### config.mk
export PLATFORM = sky130hd
export DESIGN_NAME = scrolling_text_frame_buffer_flat
export DESIGN_NICKNAME = d
export VERILOG_FILES = /design/src/sv/stfb_pkg.sv /design/src/sv/stfb_chan_if.sv /design/src/sv/stfb_core.sv /design/src/sv/scrolling_text_frame_buffer.sv /design/src/flat_wrapper.sv
export VERILOG_INCLUDE_DIRS = /design/src /design/src/sv
export SDC_FILE = /design/constraint.sdc
export NUM_CORES = 2
export LEC_CHECK = 0
export ABC_AREA = 1
export BUFFER_PORTS_ARGS = -buffer_cell sky130_fd_sc_hd__buf_2
export CORE_ASPECT_RATIO = 1.25
export CORE_UTILIZATION = 27
export DETAILED_ROUTE_END_ITERATION = 12
export PLACE_DENSITY = 0.44
export SLEW_MARGIN = 40
export SYNTH_ARGS = -nofsm -noshare
export SYNTH_HDL_FRONTEND = slang
export SYNTH_HIERARCHICAL = 1
export SYNTH_SLANG_ARGS = --single-unit
### constraint.sdc
create_clock -name clk -period 2.51 [get_ports clk]
set_input_delay 0.3765 -clock clk [delete_from_list [all_inputs] [get_ports clk]]
set_output_delay 0.3765 -clock clk [all_outputs]
set_load 0.05 [all_outputs]
### src/sv/scrolling_text_frame_buffer_macros.svh
// ----------------------------------------------------------------------------
// Assertion macros for the scrolling text frame buffer
// Shared concurrent assertion forms with clock and reset passed in.
// ----------------------------------------------------------------------------
`ifndef SCROLLING_TEXT_FRAME_BUFFER_MACROS_SVH
`define SCROLLING_TEXT_FRAME_BUFFER_MACROS_SVH

// The consequent must hold in the same cycle as the antecedent.
`define STFB_ASSERT_SAME(label, clk, rst_n, ante, cons) \
	label: assert property (@(posedge clk) disable iff (!rst_n) (ante) |-> (cons)) \
		else $error("assertion failed in the same cycle");

// The consequent must hold in the cycle after the antecedent.
`define STFB_ASSERT_NEXT(label, clk, rst_n, ante, cons) \
	label: assert property (@(posedge clk) disable iff (!rst_n) (ante) |=> (cons)) \
		else $error("assertion failed in the next cycle");

`endif

### src/sv/stfb_pkg.sv
// ----------------------------------------------------------------------------
// Scrolling text frame buffer package
// Command codes, pending action codes, transaction types and helpers.
// ----------------------------------------------------------------------------
`default_nettype none

package stfb_pkg;

	localparam int ROWS = 8;

	localparam logic [1:0] CMD_TICK  = 2'd0;
	localparam logic [1:0] CMD_LOAD  = 2'd1;
	localparam logic [1:0] CMD_READ  = 2'd2;
	localparam logic [1:0] CMD_CLEAR = 2'd3;

	localparam logic [1:0] PEND_NONE  = 2'd0;
	localparam logic [1:0] PEND_SHIFT = 2'd1;
	localparam logic [1:0] PEND_CLEAR = 2'd2;

	typedef struct packed {
		logic [1:0]  cmd;
		logic [63:0] glyph;
		logic        last_char;
		logic [2:0]  row_sel;
		logic [5:0]  col_sel;
	} item_t;

	typedef struct packed {
		logic [7:0] read_data;
		logic       char_taken;
		logic       scroll_done;
	} result_t;

	function automatic logic [7:0] reverse8(input logic [7:0] v);
		logic [7:0] r;
		for (int k = 0; k < 8; k++) begin
			r[7 - k] = v[k];
		end
		return r;
	endfunction

endpackage

`default_nettype wire

### src/sv/stfb_chan_if.sv
// ----------------------------------------------------------------------------
// Scrolling text frame buffer channel
// Valid/ready channel carrying one payload per transaction.
// ----------------------------------------------------------------------------
`default_nettype none

interface stfb_chan_if #(parameter type payload_t = logic);
	logic     valid;
	logic     ready;
	payload_t payload;

	modport source(output valid, output payload, input ready);
	modport sink(input valid, input payload, output ready);
endinterface

`default_nettype wire

### src/sv/stfb_core.sv
// ----------------------------------------------------------------------------
// Scrolling text frame buffer core
// Frame rows, scroll state and the single-pass command logic.
// ----------------------------------------------------------------------------
`default_nettype none

module stfb_core #(
	parameter int COLS = 16
) (
	input  logic             clk,
	input  logic             arst_n,
	input  logic             fire,
	input  stfb_pkg::item_t  item,
	output stfb_pkg::result_t res
);
	import stfb_pkg::*;

	localparam int ROW_BITS = 8 * COLS;
	localparam int COL_W = (COLS > 1) ? $clog2(COLS) : 1;
	localparam logic [9:0] DRAIN_INIT = 10'(8 * COLS);

	logic [ROW_BITS-1:0] frame_q [ROWS];
	logic [ROW_BITS-1:0] settled [ROWS];
	logic [ROW_BITS-1:0] frame_d [ROWS];
	logic [2:0]          bit_pos_q, bit_pos_d;
	logic                finished_q, finished_d;
	logic [9:0]          drain_q, drain_d, drain_dec;
	logic [1:0]          pend_q, pend_d;
	logic                col_ok;
	logic [COL_W-1:0]    col_idx;

	assign col_ok    = {1'b0, item.col_sel} < 7'(COLS);
	assign col_idx   = COL_W'(item.col_sel);
	assign drain_dec = drain_q - 10'd1;

	always_comb begin
		for (int r = 0; r < ROWS; r++) begin
			if (pend_q == PEND_CLEAR) begin
				settled[r] = '0;
			end else if (pend_q == PEND_SHIFT) begin
				settled[r] = frame_q[r] << 1;
			end else begin
				settled[r] = frame_q[r];
			end
		end

		frame_d    = frame_q;
		bit_pos_d  = bit_pos_q;
		finished_d = finished_q;
		drain_d    = drain_q;
		pend_d     = pend_q;
		res        = '0;

		case (item.cmd)
			CMD_TICK: begin
				frame_d = settled;
				if (!finished_q) begin
					for (int r = 0; r < ROWS; r++) begin
						frame_d[r][0] = item.glyph[{3'(r), bit_pos_q}];
					end
					bit_pos_d = bit_pos_q + 3'd1;
					if (bit_pos_q == 3'd7) begin
						res.char_taken = 1'b1;
						if (item.last_char) begin
							finished_d = 1'b1;
						end
					end
				end
				pend_d = PEND_SHIFT;
				if (finished_d) begin
					drain_d = drain_dec;
					if (drain_dec == 10'd0) begin
						bit_pos_d       = 3'd0;
						finished_d      = 1'b0;
						drain_d         = DRAIN_INIT;
						pend_d          = PEND_CLEAR;
						res.scroll_done = 1'b1;
					end
				end
			end
			CMD_LOAD: begin
				frame_d = settled;
				if (col_ok) begin
					for (int r = 0; r < ROWS; r++) begin
						for (int c = 0; c < COLS; c++) begin
							if (col_idx == COL_W'(c)) begin
								frame_d[r][(COLS-1-c)*8 +: 8] =
									reverse8(item.glyph[r*8 +: 8]);
							end
						end
					end
				end
				pend_d = PEND_NONE;
			end
			CMD_READ: begin
				if (col_ok) begin
					for (int c = 0; c < COLS; c++) begin
						if (col_idx == COL_W'(c)) begin
							res.read_data = frame_q[item.row_sel][(COLS-1-c)*8 +: 8];
						end
					end
				end
			end
			CMD_CLEAR: begin
				for (int r = 0; r < ROWS; r++) begin
					frame_d[r] = '0;
				end
				pend_d = PEND_NONE;
			end
			default: begin
			end
		endcase
	end

	always_ff @(posedge clk or negedge arst_n) begin
		if (!arst_n) begin
			for (int r = 0; r < ROWS; r++) begin
				frame_q[r] <= '0;
			end
			bit_pos_q  <= 3'd0;
			finished_q <= 1'b0;
			drain_q    <= DRAIN_INIT;
			pend_q     <= PEND_NONE;
		end else if (fire) begin
			frame_q    <= frame_d;
			bit_pos_q  <= bit_pos_d;
			finished_q <= finished_d;
			drain_q    <= drain_d;
			pend_q     <= pend_d;
		end
	end

endmodule

`default_nettype wire

### src/sv/scrolling_text_frame_buffer.sv
// ----------------------------------------------------------------------------
// Scrolling text frame buffer
// Marquee frame of 8 rows by COLS bytes with scroll, load, read and clear.
// ----------------------------------------------------------------------------
// Commands arrive on the item channel and every transaction yields exactly one
// transaction on the result channel, in order. A scroll tick shifts the frame
// left by one pixel and injects one column of the presented glyph; char_taken
// asks for the next glyph and scroll_done marks the end of the drain. A static
// load writes one glyph column, a read returns one frame byte and a clear
// zeroes the frame.
// An accepted item waits in one input register, the whole command is
// evaluated combinationally from it, and its outcome is captured in one
// result register. Throughput is one transaction per cycle while the
// receiver keeps taking results, since every row shifts in parallel in its
// own register.
// Reset clears the frame and the scroll state; both channels come up empty.
// When the receiver stalls, the result register holds and the input register
// still takes one more item; after that item.ready drops until results drain.
// ----------------------------------------------------------------------------
`default_nettype none

`include "scrolling_text_frame_buffer_macros.svh"

module scrolling_text_frame_buffer #(
	parameter int COLS = 16
) (
	input  logic         clk,
	input  logic         arst_n,
	stfb_chan_if.sink    item,
	stfb_chan_if.source  result
);
	import stfb_pkg::*;

	logic    valid_s1;
	item_t   item_s1;
	logic    advance;
	logic    fire;
	logic    out_valid_q;
	result_t res_q;
	result_t core_res;

	assign advance    = !out_valid_q || result.ready;
	assign fire       = valid_s1 && advance;
	assign item.ready = !valid_s1 || advance;

	always_ff @(posedge clk or negedge arst_n) begin
		if (!arst_n) begin
			valid_s1 <= 1'b0;
		end else if (item.valid && item.ready) begin
			valid_s1 <= 1'b1;
		end else if (fire) begin
			valid_s1 <= 1'b0;
		end
	end

	always_ff @(posedge clk) begin
		if (item.valid && item.ready) begin
			item_s1 <= item.payload;
		end
	end

	stfb_core #(
		.COLS(COLS)
	) u_core (
		.clk(clk),
		.arst_n(arst_n),
		.fire(fire),
		.item(item_s1),
		.res(core_res)
	);

	always_ff @(posedge clk or negedge arst_n) begin
		if (!arst_n) begin
			out_valid_q <= 1'b0;
		end else if (fire) begin
			out_valid_q <= 1'b1;
		end else if (result.ready) begin
			out_valid_q <= 1'b0;
		end
	end

	always_ff @(posedge clk) begin
		if (fire) begin
			res_q <= core_res;
		end
	end

	assign result.valid   = out_valid_q;
	assign result.payload = res_q;

	`STFB_ASSERT_NEXT(a_stall_holds, clk, arst_n,
		valid_s1 && !advance, valid_s1 && $stable(item_s1))
	`STFB_ASSERT_SAME(a_flags_on_tick, clk, arst_n,
		fire && (item_s1.cmd != CMD_TICK), !core_res.char_taken && !core_res.scroll_done)
	`STFB_ASSERT_SAME(a_data_on_read, clk, arst_n,
		fire && (item_s1.cmd != CMD_READ), core_res.read_data == 8'd0)

endmodule

`default_nettype wire

### src/flat_wrapper.sv
// flat-port wrapper written by rule: the top's interface ports become plain ports
module scrolling_text_frame_buffer_flat import stfb_pkg::*;
#(
	parameter int COLS = 16
)
  (clk, arst_n, item_valid, item_payload, item_ready, result_valid, result_payload, result_ready);
  stfb_chan_if #(.payload_t(item_t)) item_i ();
  stfb_chan_if #(.payload_t(result_t)) result_i ();
  input  logic clk;
  input  logic arst_n;
  input wire logic [$bits(item_i.valid)-1:0] item_valid;
  input wire logic [$bits(item_i.payload)-1:0] item_payload;
  output wire logic [$bits(item_i.ready)-1:0] item_ready;
  output wire logic [$bits(result_i.valid)-1:0] result_valid;
  output wire logic [$bits(result_i.payload)-1:0] result_payload;
  input wire logic [$bits(result_i.ready)-1:0] result_ready;
  assign item_i.valid = item_valid;
  assign item_i.payload = item_payload;
  assign item_ready = item_i.ready;
  assign result_valid = result_i.valid;
  assign result_payload = result_i.payload;
  assign result_i.ready = result_ready;
  scrolling_text_frame_buffer #(.COLS(COLS)) u_core (.clk(clk), .arst_n(arst_n), .item(item_i), .result(result_i));
endmodule
Word level (Yosys, flattened, before mapping)
Cells that the tools add are included.
{ "word_totals": {"input_bits": 80, "out_inout_bits": 12, "elab_cells": 286, "register_bits": 1128} }
{ "op_classes": {"reduce_logical": 21, "n_lt_le_gt_ge": 10, "addsub": 2, "bitwise_logic": 2, "n_mux": 208, "n_eq_ne": 21} }
{ "ops": {"columns": ["cell", "n"], "rows": [
  ["$pmux W1024 S3", 1],
  ["$mux W128", 18],
  ["$mux W8", 144],
  ["$mux W1024", 1],
  ["$bmux W128 S3", 1],
  ["$eq A4 B4 Y1 const B", 8],
  ["$lt A6 B7 Y1 const B", 4],
  ["$mux W1", 28],
  ["$bmux W1 S3", 8],
  ["$eq A4 B3 Y1 const B", 4],
  ["$lt A5 B7 Y1 const B", 2],
  ["$logic_not A10 Y1", 1],
  ["$mux W10", 1],
  ["$reduce_and A2 Y1", 5],
  ["$sub A10 B1 Y10 const B", 1],
  ["$mux W3", 3],
  ["$eq A4 B2 Y1 const B", 2],
  ["$lt A3 B7 Y1 const B", 1],
  ["$lt A4 B7 Y1 const B", 1],
  ["$eq A2 B2 Y1 const B", 3],
  ["$lt A6 B5 Y1 const B", 1],
  ["$reduce_bool A2 Y1", 3],
  ["$eq A2 B1 Y1 const B", 2],
  ["$eq A4 B1 Y1 const B", 1],
  ["15 further kinds", 20]
]} }

Logic depth before layout (Yosys ltp)
{ "depth": {"ltp_word": 20, "ltp_mapped": 31, "depth_no_buf": 29} }

Cells and area by module
Netlist, hierarchy kept.
{ "by_module_without_submodules": {"columns": ["module", "instances", "seq_area_each_um2", "area_each_um2", "cells_each"], "rows": [
  ["stfb_core", 1, 26026.2, 58407.3, 7937],
  ["scrolling_text_frame_buffer", 1, 2632.5, 2677.6, 98]
]} }

Least setup slack after synthesis
Ideal clock, no wire load.
{ "synth_timing": {"path_kind": "register to register", "from": "register u_core.out_valid_q, in the netlist u_core/result.valid", "to": "register u_core/item_s1[0] in the netlist's numbering, enable pin", "path_stages_with_launch": 4, "required_ps": 2080, "path_buffers": 0, "setup_time_ps": 430, "path_slack_ps": -401, "arrival_time_ps": 2481, "period_less_slack_ps": 2911, "path_cell_list": "dfrtp_1 -> nand3_2 -> nand2_1 -> inv_1"} }
{ "synth_via": {"elab_chain_len": 4} }
{ "synth_lines": {"columns": ["element", "line", "text"], "rows": [
  ["start, declared", "scrolling_text_frame_buffer.sv:38", "logic out_valid_q;"],
  ["start signal, assigned", "scrolling_text_frame_buffer.sv:74", "out_valid_q <= 1'b0;"],
  ["start signal, assigned", "scrolling_text_frame_buffer.sv:76", "out_valid_q <= 1'b1;"],
  ["start signal, assigned", "scrolling_text_frame_buffer.sv:78", "out_valid_q <= 1'b0;"],
  ["$logic_not A1 Y1", "scrolling_text_frame_buffer.sv:42", "assign advance = !out_valid_q || result.ready;"],
  ["$logic_or A1 B1 Y1", "scrolling_text_frame_buffer.sv:42", null],
  ["$logic_or A1 B1 Y1", "scrolling_text_frame_buffer.sv:44", "assign item.ready = !valid_s1 || advance;"],
  ["net item_ready", "flat_wrapper.sv:13", "output wire logic [$bits(item_i.ready)-1:0] item_ready;"],
  ["$logic_and A1 B1 Y1", "scrolling_text_frame_buffer.sv:57", "if (item.valid && item.ready) begin"],
  ["end signal, assigned", "scrolling_text_frame_buffer.sv:58", "item_s1 <= item.payload;"],
  ["end, declared", "scrolling_text_frame_buffer.sv:35", "item_t item_s1;"]
]} }
The timed path passes the listed nets, and every way through them passes these cells.
A chain may end at the register's enable or synchronous reset.

Final worst setup path
{ "layout_timing": {"from": "register u_core/item_s1[7] in the netlist's numbering", "to": "register u_core.res_q, in the netlist u_core/result.payload[3] (data pin)"} }
{ "layout_via": {"elab_chain_len": 20} }
{ "layout_lines": {"columns": ["element", "line", "text"], "rows": [
  ["$not A3 Y4 (not written as such) *", "stfb_core.sv:99", "res.read_data = frame_q[item.row_sel][(COLS-1-c)*8 +: 8];"],
  ["$bmux W128 S3 *", "stfb_core.sv:99", null],
  ["$mux W128 (not written as such) * (2 in a row)", "stfb_core.sv:99", null],
  ["$mux W8 (15 in a row)", "stfb_core.sv:98", "if (col_idx == COL_W'(c)) begin"],
  ["$mux W8 *", "stfb_core.sv:98", null],
  ["end signal, assigned", "scrolling_text_frame_buffer.sv:84", "res_q <= core_res;"],
  ["end, declared", "scrolling_text_frame_buffer.sv:39", "result_t res_q;"]
]} }
Every way passes the cells marked *; elsewhere a longest branch is shown, timed or not. The select of a mux whose other input is x is not followed.

==> flow_summary.json <==
{
  "status": "complete, but fails checks",
  "violations": "negative setup slack",
  "ant_nets": 0,
  "synth-main-ff-cell": "dfrtp_1",
  "met1Wirelength_mm": 126.8,
  "stdcell_area_sq_um": 79960,
  "hpwl_mm": 197.4,
  "drt_first_pass_iters": 8,
  "synthCells": 8035,
  "synth_edf_count": 86,
  "power_frac_seq_pct": 37.7,
  "p_switching_mw": 19.61,
  "crit_type": "reg2reg",
  "syn_avg_cell_area_sq_um": 7.602,
  "syn-cell-area_sq_um": 61080,
  "rsz0062_at_grt": "true",
  "yosysSeqAreaShare_pct": 46.92,
  "die_w_um": 427.4,
  "drc": 0,
  "drive_above_1_share_pct": 17.88,
  "routed.top_layer": "met5",
  "grtUsageTotal_pct": 27.23,
  "slew_headroom_pct": 41.42,
  "wl_met2_mm": 150.8,
  "worst_pin_slew_ns": 0.8734,
  "wl_met3_mm": 24.45,
  "io_pins": 92,
  "synth_seq_cells": 1128,
  "synth_top_area_cell": "dfrtp_1",
  "placed_area_sq_um": 71310,
  "synth-compound-area-share_pct": 28.65,
  "crit_required_ns": 3.20,
  "vias": 64630,
  "yosys_warnings": 6,
  "grt_max_degree": 168,
  "place.gp.congestion": 0.9027,
  "cts_tree": "done",
  "maxSlewViolCount": 0,
  "io_buffers": 91,
  "async_reset_ff_share_pct": 92.38,
  "post_drt_wl_per_cell_um": 28.07,
  "drt_iter0_markers": 7499,
  "htreeDepth": 4,
  "grt_pass1_wl_mm": 452.7,
  "hold_path_class": "in2async",
  "min_period_ns": 3.324,
  "fin_skew_ns": 0.03418,
  "cts_root_buffer": "clkbuf_16",
  "pwr-share-comb_pct": 25.7,
  "start_kind": "flip-flop",
  "worstSetupEndpointType": "flip-flop",
  "drv_cap": 0,
  "insertion_delay_ns": 0.84,
  "die_area_sq_um": 228200,
  "setup_viol": 8,
  "yosysTopAreaCellShare_pct": 42.65,
  "worstPathMaxFanout": 7,
  "synth.net_count": 8119,
  "clkTransAtPathRegs_ns": 0.06,
  "p_per_area_nw_per_um2": 720.0,
  "p_clk_share_pct": 36.6,
  "p_int_mw": 37.96,
  "die_h_um": 533.8,
  "synthTopCellsByArea": "dfrtp_1, o21ai_0, o22ai_1",
  "first_global_vias": 61980,
  "initial_core_util_pct": 27.24,
  "fillers": 23500,
  "hold_viol": 0,
  "fin_crit_sh_pct": 132.4,
  "fmax_mhz": 300.8,
  "area_growth_pct": 30.90,
  "grt_overflow": 0,
  "ir_drop_uv": 781.8,
  "viasPerCell": 5.551,
  "p_sw_share_pct": 34.06,
  "synth_xor_area_share_pct": 0.08603,
  "worst_ep_arrival_time_ns": 4.02,
  "final_nets": 8677,
  "drt-total-wl_mm": 326.8,
  "setup_ws_ns": -0.8140,
  "yosys.area_share.simple_pct": 12.32,
  "antenna_found_initial": 21,
  "rows": 194,
  "synth_cell_type_count": 34,
  "cts_sinks": 1128,
  "synth_mux_area_share_pct": 0,
  "power.leakage_nw": 32.49,
  "holdWs_ns": 0.1286,
  "synth_top_family_by_area": "compound AO/OA/AOI/OAI gates",
  "synthAdderAreaFrac_pct": 0.08193,
  "coreArea_sq_um": 224300,
  "numCtsBuffers": 137,
  "ctsLongestPathBuffers": 3
}
-- synth_stat cells (4+ instances only) --
cell type,n
clkbuf_1,540
edfxtp_1,86
inv_1,1111
buf_1,20
o21ai_0,1467
ha_1,4
xor2_1,5
o311ai_1,24
o311ai_0,56
a21oi_1,417
a31oi_1,24
a22oi_1,15
nand2_1,1517
nor2_1,175
buf_2,73
o21ai_1,54
o211ai_1,24
nand3_1,224
clkinv_1,27
o22ai_1,1015
buf_4,36
buf_6,21
o221ai_1,34
inv_2,12
dfrtp_1,1041
-- timing repair --
item	4_1_cts	5_1_grt
hold buffers	80	0
endpoints found under the setup margin	314	833
buffers inserted	18	25
resized for setup	173	248
endpoints found under the hold margin	267	0
gates cloned	15	44
pin swaps	44	85
-- layer usage --
metal,global-route usage [%],vias up
li1,-,28530
met1,33.90,32260
met2,43.32,3034
met3,4.514,789
met4,17.81,16
met5,0,-
-- cells by family after synthesis --
family / after synthesis
AOI/OAI and AO/OA: 3131
and+or+nand+nor: 1925
buffers and inverters: 1841
DFF: 1128
xor gates and xnor gates: 6
adders and majority gates: 4
-- worst paths after layout --
kind	startpoint	endpoint	slack [ns]	depth (start not counted)
worst max-delay path	u_core/item_s1[7]	u_core/result.payload[3]	-0.81	25
worst min-delay path	arst_n	u_core/u_core/frame_q[262]	0.13	2
min in group clk	item_payload[48]	u_core/item_s1[48]	0.25	2
worst min register to register	u_core/u_core/drain_q[7]	u_core/u_core/drain_q[7]	0.51	2
max in group asynchronous	arst_n	u_core/u_core/frame_q[66]	1.33	4
worst max register to register	u_core/item_s1[7]	u_core/result.payload[3]	-0.81	25
-- worst max-delay path, cell delays in order (launching register included) --
cell	delay (ns)
edfxtp_1	0.39
buf_6	0.16
buf_12	0.15
buf_12	0.14
buf_12	0.14
buf_12	0.14
bufbuf_16	0.27
o21ai_2	0.06
a21oi_2	0.06
o311ai_4	0.44
nand2_2	0.11
nand2_2	0.12
nand2_2	0.06
nand2_2	0.10
nand2_2	0.05
nand2_2	0.09
nand2_2	0.05
nand2_1	0.09
nand2_1	0.05
nand2_1	0.06
nand2_1	0.05
nand2_1	0.08
nand2_1	0.05
nand2_1	0.05
nand2_1	0.04
a21oi_1	0.12
-- power by group through the flow --
stage	clock network, mW	logic, mW	registers, mW
after floorplan	0	6.85	21.7
after global placement	0	13.3	22.0
after detailed placement	0	13.3	22.0
after CTS	21.4	13.9	21.7
after global routing	22.0	15.7	21.9
final	21.1	14.8	21.7
-- flip-flops by register name, indices dropped and copies added (netlist names) --
signal                    flops
u_core/u_core/frame_q      1024
u_core/item_s1               76
u_core/u_core/drain_q        10
u_core/valid_s1               1
u_core/u_core/pend_q          2
u_core/result.payload        10
u_core/u_core/bit_pos_q       3
u_core/result.valid           1
u_core/u_core/finished_q      1
-- per-stage QoR --
| stage | instances | power, mW | utilization, % | setup WS, ns | TNS [ns] |
|---|---|---|---|---|---|
| 2_1_floorplan | 8035 | 28.51 | - | 0.01696 | 0 |
| 3_3_place_gp | 11220 | 35.23 | 31.79 | -1.698 | -22.64 |
| 3_5_place_dp | 11220 | 35.29 | 31.79 | -1.280 | -25.92 |
| 4_1_cts | 11580 | 56.91 | 34.80 | -0.7771 | -9.782 |
| 5_1_grt | 11640 | 59.63 | 35.65 | -0.9793 | -8.022 |
| 6_report | 11640 | 57.58 | 35.65 | -0.8140 | -6.363 |
-- area by class of cell --
cell class | count | area (sq um) | area share [%]
Antenna cell | 3 | 7.507 | 0.009388
Timing Repair Buffer | 1108 | 11990 | 14.99
Tap cell | 2940 | 3679 | 4.600
Sequential cell | 1128 | 28660 | 35.84
Timing Repair inverter | 1 | 20.02 | 0.02504
Multi-Input combinational cell | 5066 | 26610 | 33.28
Clock inverter | 38 | 499.2 | 0.6243
Clock buffer | 207 | 4101 | 5.129
Inverter | 1151 | 4400 | 5.503
-- cells in the final DEF, fill, tap and decap left out, types with 17 or more instances in the layout --
cell type	instances
a21oi_1	379
a21oi_2	21
a21oi_4	17
a31oi_1	24
buf_12	194
buf_16	17
buf_2	90
buf_4	635
buf_6	44
clkbuf_1	38
clkbuf_16	178
clkbuf_8	24
clkinv_1	24
dfrtp_1	1040
dlygate4sd3_1	80
edfxtp_1	86
inv_1	1080
inv_2	38
nand2_1	1406
nand2_2	102
nand3_1	188
nand3_2	32
nor2_1	153
o211ai_1	24
o21ai_0	1408
o21ai_1	99
o221ai_1	26
o22ai_1	1011
o311ai_0	36
o311ai_2	20
(Power assumes the default switching activity.)
